==> config.mk <==
export PLATFORM = sky130hd
export DESIGN_NAME = gfme_cmac
export DESIGN_NICKNAME = d
export VERILOG_FILES = /design/src/gfme_pkg.sv /design/src/gfme_cmac.sv
export SDC_FILE = /design/constraint.sdc
export NUM_CORES = 2
export LEC_CHECK = 0
export ABC_CLOCK_PERIOD_IN_PS = 21200
export BUFFER_PORTS_ARGS = -buffer_cell sky130_fd_sc_hd__buf_2
export CAP_MARGIN = 20
export CORE_MARGIN = 1
export CORE_UTILIZATION = 30
export DETAILED_ROUTE_END_ITERATION = 10
export SYNTH_ARGS = -nofsm -noshare
export SYNTH_HDL_FRONTEND = slang
export SYNTH_SLANG_ARGS = --single-unit
==> constraint.sdc <==
create_clock -name clk -period 21.2 [get_ports clk]
set_input_delay 4.24 -clock clk [delete_from_list [all_inputs] [get_ports clk]]
set_output_delay 4.24 -clock clk [all_outputs]
set_load 0.1 [all_outputs]
==> src/gfme_pkg.sv <==
// package for the gate fusion matrix engine
// holds operation codes, sequencer states and the value width; no dependencies
package gfme_pkg;

  typedef enum logic [1:0] {
    OP_CLEAR = 2'd0,
    OP_LOAD  = 2'd1,
    OP_APPLY = 2'd2,
    OP_READ  = 2'd3
  } op_t;

  typedef enum logic [3:0] {
    ST_IDLE,
    ST_CLEAR,
    ST_COPY,
    ST_COPY_LAST,
    ST_ROW,
    ST_MAC,
    ST_MAC_WAIT,
    ST_WRITE,
    ST_READ_WAIT,
    ST_READ_OUT
  } state_t;

  localparam int VAL_W = 16;

endpackage

==> src/gfme_cmac.sv <==
// complex multiply-accumulate unit shared across the whole apply walk
// one complex product per cycle, registered products, wide accumulators; uses gfme_pkg
module gfme_cmac
  import gfme_pkg::*;
#(
  parameter int FRAC_BITS = 14,
  parameter int ACC_W = 40
) (
  input  logic                    clk,
  input  logic                    clr,
  input  logic                    en,
  input  logic signed [VAL_W-1:0] ar,
  input  logic signed [VAL_W-1:0] ai,
  input  logic signed [VAL_W-1:0] br,
  input  logic signed [VAL_W-1:0] bi,
  output logic signed [VAL_W-1:0] res_re,
  output logic signed [VAL_W-1:0] res_im
);
  logic signed [2*VAL_W-1:0] p_rr, p_ii, p_ri, p_ir;
  logic                      pv;
  logic signed [ACC_W-1:0]   acc_re, acc_im;

  always_ff @(posedge clk) begin
    p_rr <= ar * br;
    p_ii <= ai * bi;
    p_ri <= ar * bi;
    p_ir <= ai * br;
    pv   <= en;
    if (clr) begin
      acc_re <= '0;
      acc_im <= '0;
    end else if (pv) begin
      acc_re <= acc_re + ACC_W'(p_rr) - ACC_W'(p_ii);
      acc_im <= acc_im + ACC_W'(p_ri) + ACC_W'(p_ir);
    end
  end

  function automatic logic signed [VAL_W-1:0] round_sat(input logic signed [ACC_W-1:0] a);
    logic signed [ACC_W-1:0] s;
    logic signed [ACC_W-1:0] q;
    s = a + (ACC_W'(1) <<< (FRAC_BITS - 1));
    q = s >>> FRAC_BITS;
    if (q > ACC_W'(32767)) return 16'sh7fff;
    if (q < -ACC_W'(32768)) return 16'sh8000;
    return q[VAL_W-1:0];
  endfunction

  assign res_re = round_sat(acc_re);
  assign res_im = round_sat(acc_im);
endmodule
After elaboration in Yosys (flattened, before gate mapping)
Index checks and enable logic that the tools add are counted.

Output and inout bits: 32. Register bits after elaboration: 209.

Magnitude comparators: 4. Multiplexer cells: 14. $mul: 4. Add/subtract/negate cells: 6.

Operators by type and width (number): multiplier 16 x 16 -> 32 bit (4); two-way mux 16 bit (8); adder 40 x 32 -> 40 bit (3); adder 40 x 15 -> 40 bit, second input constant (2); > comparator 26 x 16 -> 1 bit, second input constant (2); < comparator 26 x 16 -> 1 bit, second input constant (2); subtractor 40 x 32 -> 40 bit (1); two-way mux 1 bit (6).

Longest topological paths before layout
Word-level depth: 6. Depth in mapped cells: 25. Mapped depth without buffers: 23.

Least setup slack after synthesis
OpenSTA, ideal clock, no wires.

Kind: input port to flip-flop. From: input ai[15]. To: register p_ii[31]. Path slack: 10.910 ns. Stages: 22. Arrival time: 10.170 ns. Cell sequence: clkbuf_1 > nand2_1 > inv_1 > fa_1 > fa_1 > fa_1 > fa_1 > fa_1 > inv_1 > fa_1 > inv_1 > ha_1 > a21o_1 > a21o_1 > a21o_1 > a2111oi_0 > o311a_1 > nor3_1 > and4_1 > a2111oi_2 > o2bb2ai_1 > xnor2_1.

Longest elaborated chain between the ends: 1.

RTL lines: start: declaration (line gfme_cmac.sv:13) `input logic signed [VAL_W-1:0] ai,`; multiplier 16 x 16 -> 32 bit (line gfme_cmac.sv:25) `p_ii <= ai * bi;`; end signal: assignment (line gfme_cmac.sv:25); end: declaration (line gfme_cmac.sv:19) `logic signed [2*VAL_W-1:0] p_rr, p_ii, p_ri, p_ir;`.

No other way between the ends. A chain may end at the register's enable or synchronous reset.

Worst setup path in the final report
From: input br[1]. To: register p_ir[31].

Longest elaborated chain between the ends: 1.

RTL lines: start: declaration (line gfme_cmac.sv:14) `input logic signed [VAL_W-1:0] br,`; multiplier 16 x 16 -> 32 bit (line gfme_cmac.sv:27) `p_ir <= ai * br;`; end signal: assignment (line gfme_cmac.sv:27); end: declaration (line gfme_cmac.sv:19).

No other way between the ends.

==> out/qor.csv <==
metric,value,unit
ys_types,80,
worst_pin_slew,1.04,ns
crit_slowest_cell,fa_1,
arrival,11.59,ns
register_area,0.00419,mm^2
core,0.172,mm^2
die_h,418,um
via_per_inst,4.67,
final_cell_mix,"inv_1 (1330), fa_1 (1127), nand2_1 (561)",
synth_top_flop_cell,dfxtp_1,
syn_nets,7354,
clock-sinks,209,
first_pass_iters,6,
drtIter0Drc,2040,
slowest_delay,0.95,ns
relSlewSlack,30.0,%
endpoint_kind,flop,
rows,152,
drc,0,
grt_use_total,16.5,%
fp.dieW,418,um
synth-async-reset-ratio,0,%
status,"complete, no violations",
cts_hold_buf,0,
start_util,30.2,%
grt_pass1_wl,225,mm
syn_avg_cell_area,9.02,um^2
synth_top_cell_area_share,43.5,%
wl,139,mm
netlist_area,0.0519,mm^2
grt_pass1_vias,40500,
crit_top_cell,fa_1,
final_cell_area,0.0556,mm^2
vias,37400,
synthCells,5750,
grt_max_degree,50,
maxCapViolCount,0,
synthTopCellsByArea,"fa_1 (43%), ha_1 (9.9%), inv_1 (9.6%)",
drive_gt1_share,3.45,%
die_area,0.175,mm^2
timing.fmax,90.4,MHz
cts_tree,built,
synth_edf_count,0,
routedWlPerCell,17.4,um
crit_type,in2reg,
final_common_cell,inv_1,
fin_crit_sh,52.2,%
postRouteAntennaNets,0,
setup_violations,0,
clock_latency,0.64,ns
postPlaceCellArea,0.0545,mm^2
hpwlAfterDp,110,mm
io_buffers,98,
num_io_pins,99,
yosysTopAreaCell,fa_1,
finalMaxSlewViolations,0,
finalCriticalPeriod,11.06,ns
multi_input_comb_area,0.0418,mm^2
required,21.73,ns
antenna_found_initial,30,
gp_congestion,0.884,
grt-ovfl-total,0,
cts_resized,0,
cp_max_fo,32,
numCtsBuffers,29,
hold_viol_final,0,
ys_seq_area_share,8.07,%
htree_levels,1,
fin_util,32.3,%
critPathLaunchType,input port,
path_cells,"buf_2, nand2_1, inv_1, fa_1, fa_1, fa_1, fa_1, fa_1, inv_1, fa_1, inv_1, ha_1, nor2b_1, o21ai_0, a31oi_1, a211oi_1, o21ai_0, a21o_1, a21oi_1, xnor2_1",
hp-class,reg2reg,
syn_to_final_growth,7.10,%
fin_worst_skew,0.0425,ns
clk_pin_slew,0.06,ns
yosys_warnings,0,
root_buffer,clkbuf_16,
postCtsSetupBuffers,0,
rsz0062_at_grt,no,
synth_seq_cells,209,
fillers,17700,
finalNetCount,7263,
clockBufferDepth,3,
tns,0,ns
[critical path, delay by kind of cell]
| family | cells | cell delay [ns] |
|---|---|---|
| adder cells (fa/ha/maj) | 7 | 3.89 |
| buffers and inverters | 4 | 0.86 |
| AND/OR/NAND/NOR | 2 | 0.38 |
| XOR/XNOR | 1 | 0.18 |
| AO/OA/AOI/OAI | 6 | 1.98 |
[cells in the mapped netlist (all sizes together) (5+ instances only)]
master   count
fa        1127
o221ai       5
and4         5
or2          5
a21boi       8
or3         12
o21a        25
nor2       239
ha         410
a31oi       15
nand4       23
nor4        10
dfxtp      209
o22ai        8
a211oi      29
nand3       55
o21bai      26
o311ai       6
inv       1330
o31ai       17
mux2i       44
a2111oi      9
nor3        57
nor3b        5
a311oi       6
a31o         6
clkbuf     229
a211o        5
nand2      561
o21ai      129
and3        19
a21oi      162
nor2b       18
a41oi        7
and2       518
buf          9
nand2b      37
a21o        73
o211ai       8
xor2        58
o41ai        8
xnor2      180
[state kept, by name (all words and copies together) (netlist names)]
| register | cells |
|---|---|
| acc_re | 40 |
| pv | 1 |
| p_ir | 32 |
| acc_im | 40 |
| p_rr | 32 |
| p_ii | 32 |
| p_ri | 32 |
[layout make-up]
class	count	share of cell area [%]
well taps	2310	5.20
repair buffers	116	1.12
clock inverters	20	0.455
multi-input cells	3972	75.2
flip-flops and latches	209	7.54
inverters	1331	8.99
diodes	15	0.0676
clock buffers	33	1.39
[cells by family (layout without fill, tap and decap cells)]
family | Yosys count | in the layout | synth area share, %
other cells | 0 | 15 | 0
xor+xnor | 238 | 238 | 4.02
simple gates | 1571 | 1571 | 15.0
mux | 44 | 44 | 0.849
compound gates | 582 | 582 | 7.32
flops | 209 | 209 | 8.07
buf+inv | 1569 | 1500 | 11.4
fa+ha+maj | 1537 | 1537 | 53.4
[path summary, 6_finish.rpt]
path | slack [ns] | from | end | cells past startpoint
worst max-delay path | 10.14 | br[1] | p_ir[31] | 20
worst min-delay path | 0.46 | acc_re[4] | acc_re[4] | 2
worst max register to register | 16.54 | p_ri[1] | acc_im[37] | 14
worst min register to register | 0.46 | acc_re[4] | acc_re[4] | 2
[per-stage QoR]
step                std cells  hold WS, ns  worst slack (ns)
floorplan                5750        0.441             10.91
global placement         7937        0.452              9.48
detailed placement       7938        0.458              9.79
CTS                      7991        0.466             10.42
global route             8005        0.512              9.96
finish                   8006        0.463             10.14
[per-layer routing]
metal / vias to the layer above / GRT usage, % / routed length (um)
met5: - / 0 / 64
met4: 10 / 9.60 / 9710
met3: 252 / 1.90 / 6990
met2: 892 / 28.0 / 65900
met1: 19100 / 20.3 / 56600
li1: 17100 / - / -
Power is not shown: default switching activity piles up to over one toggle a cycle in this logic, so the estimate is an artifact.
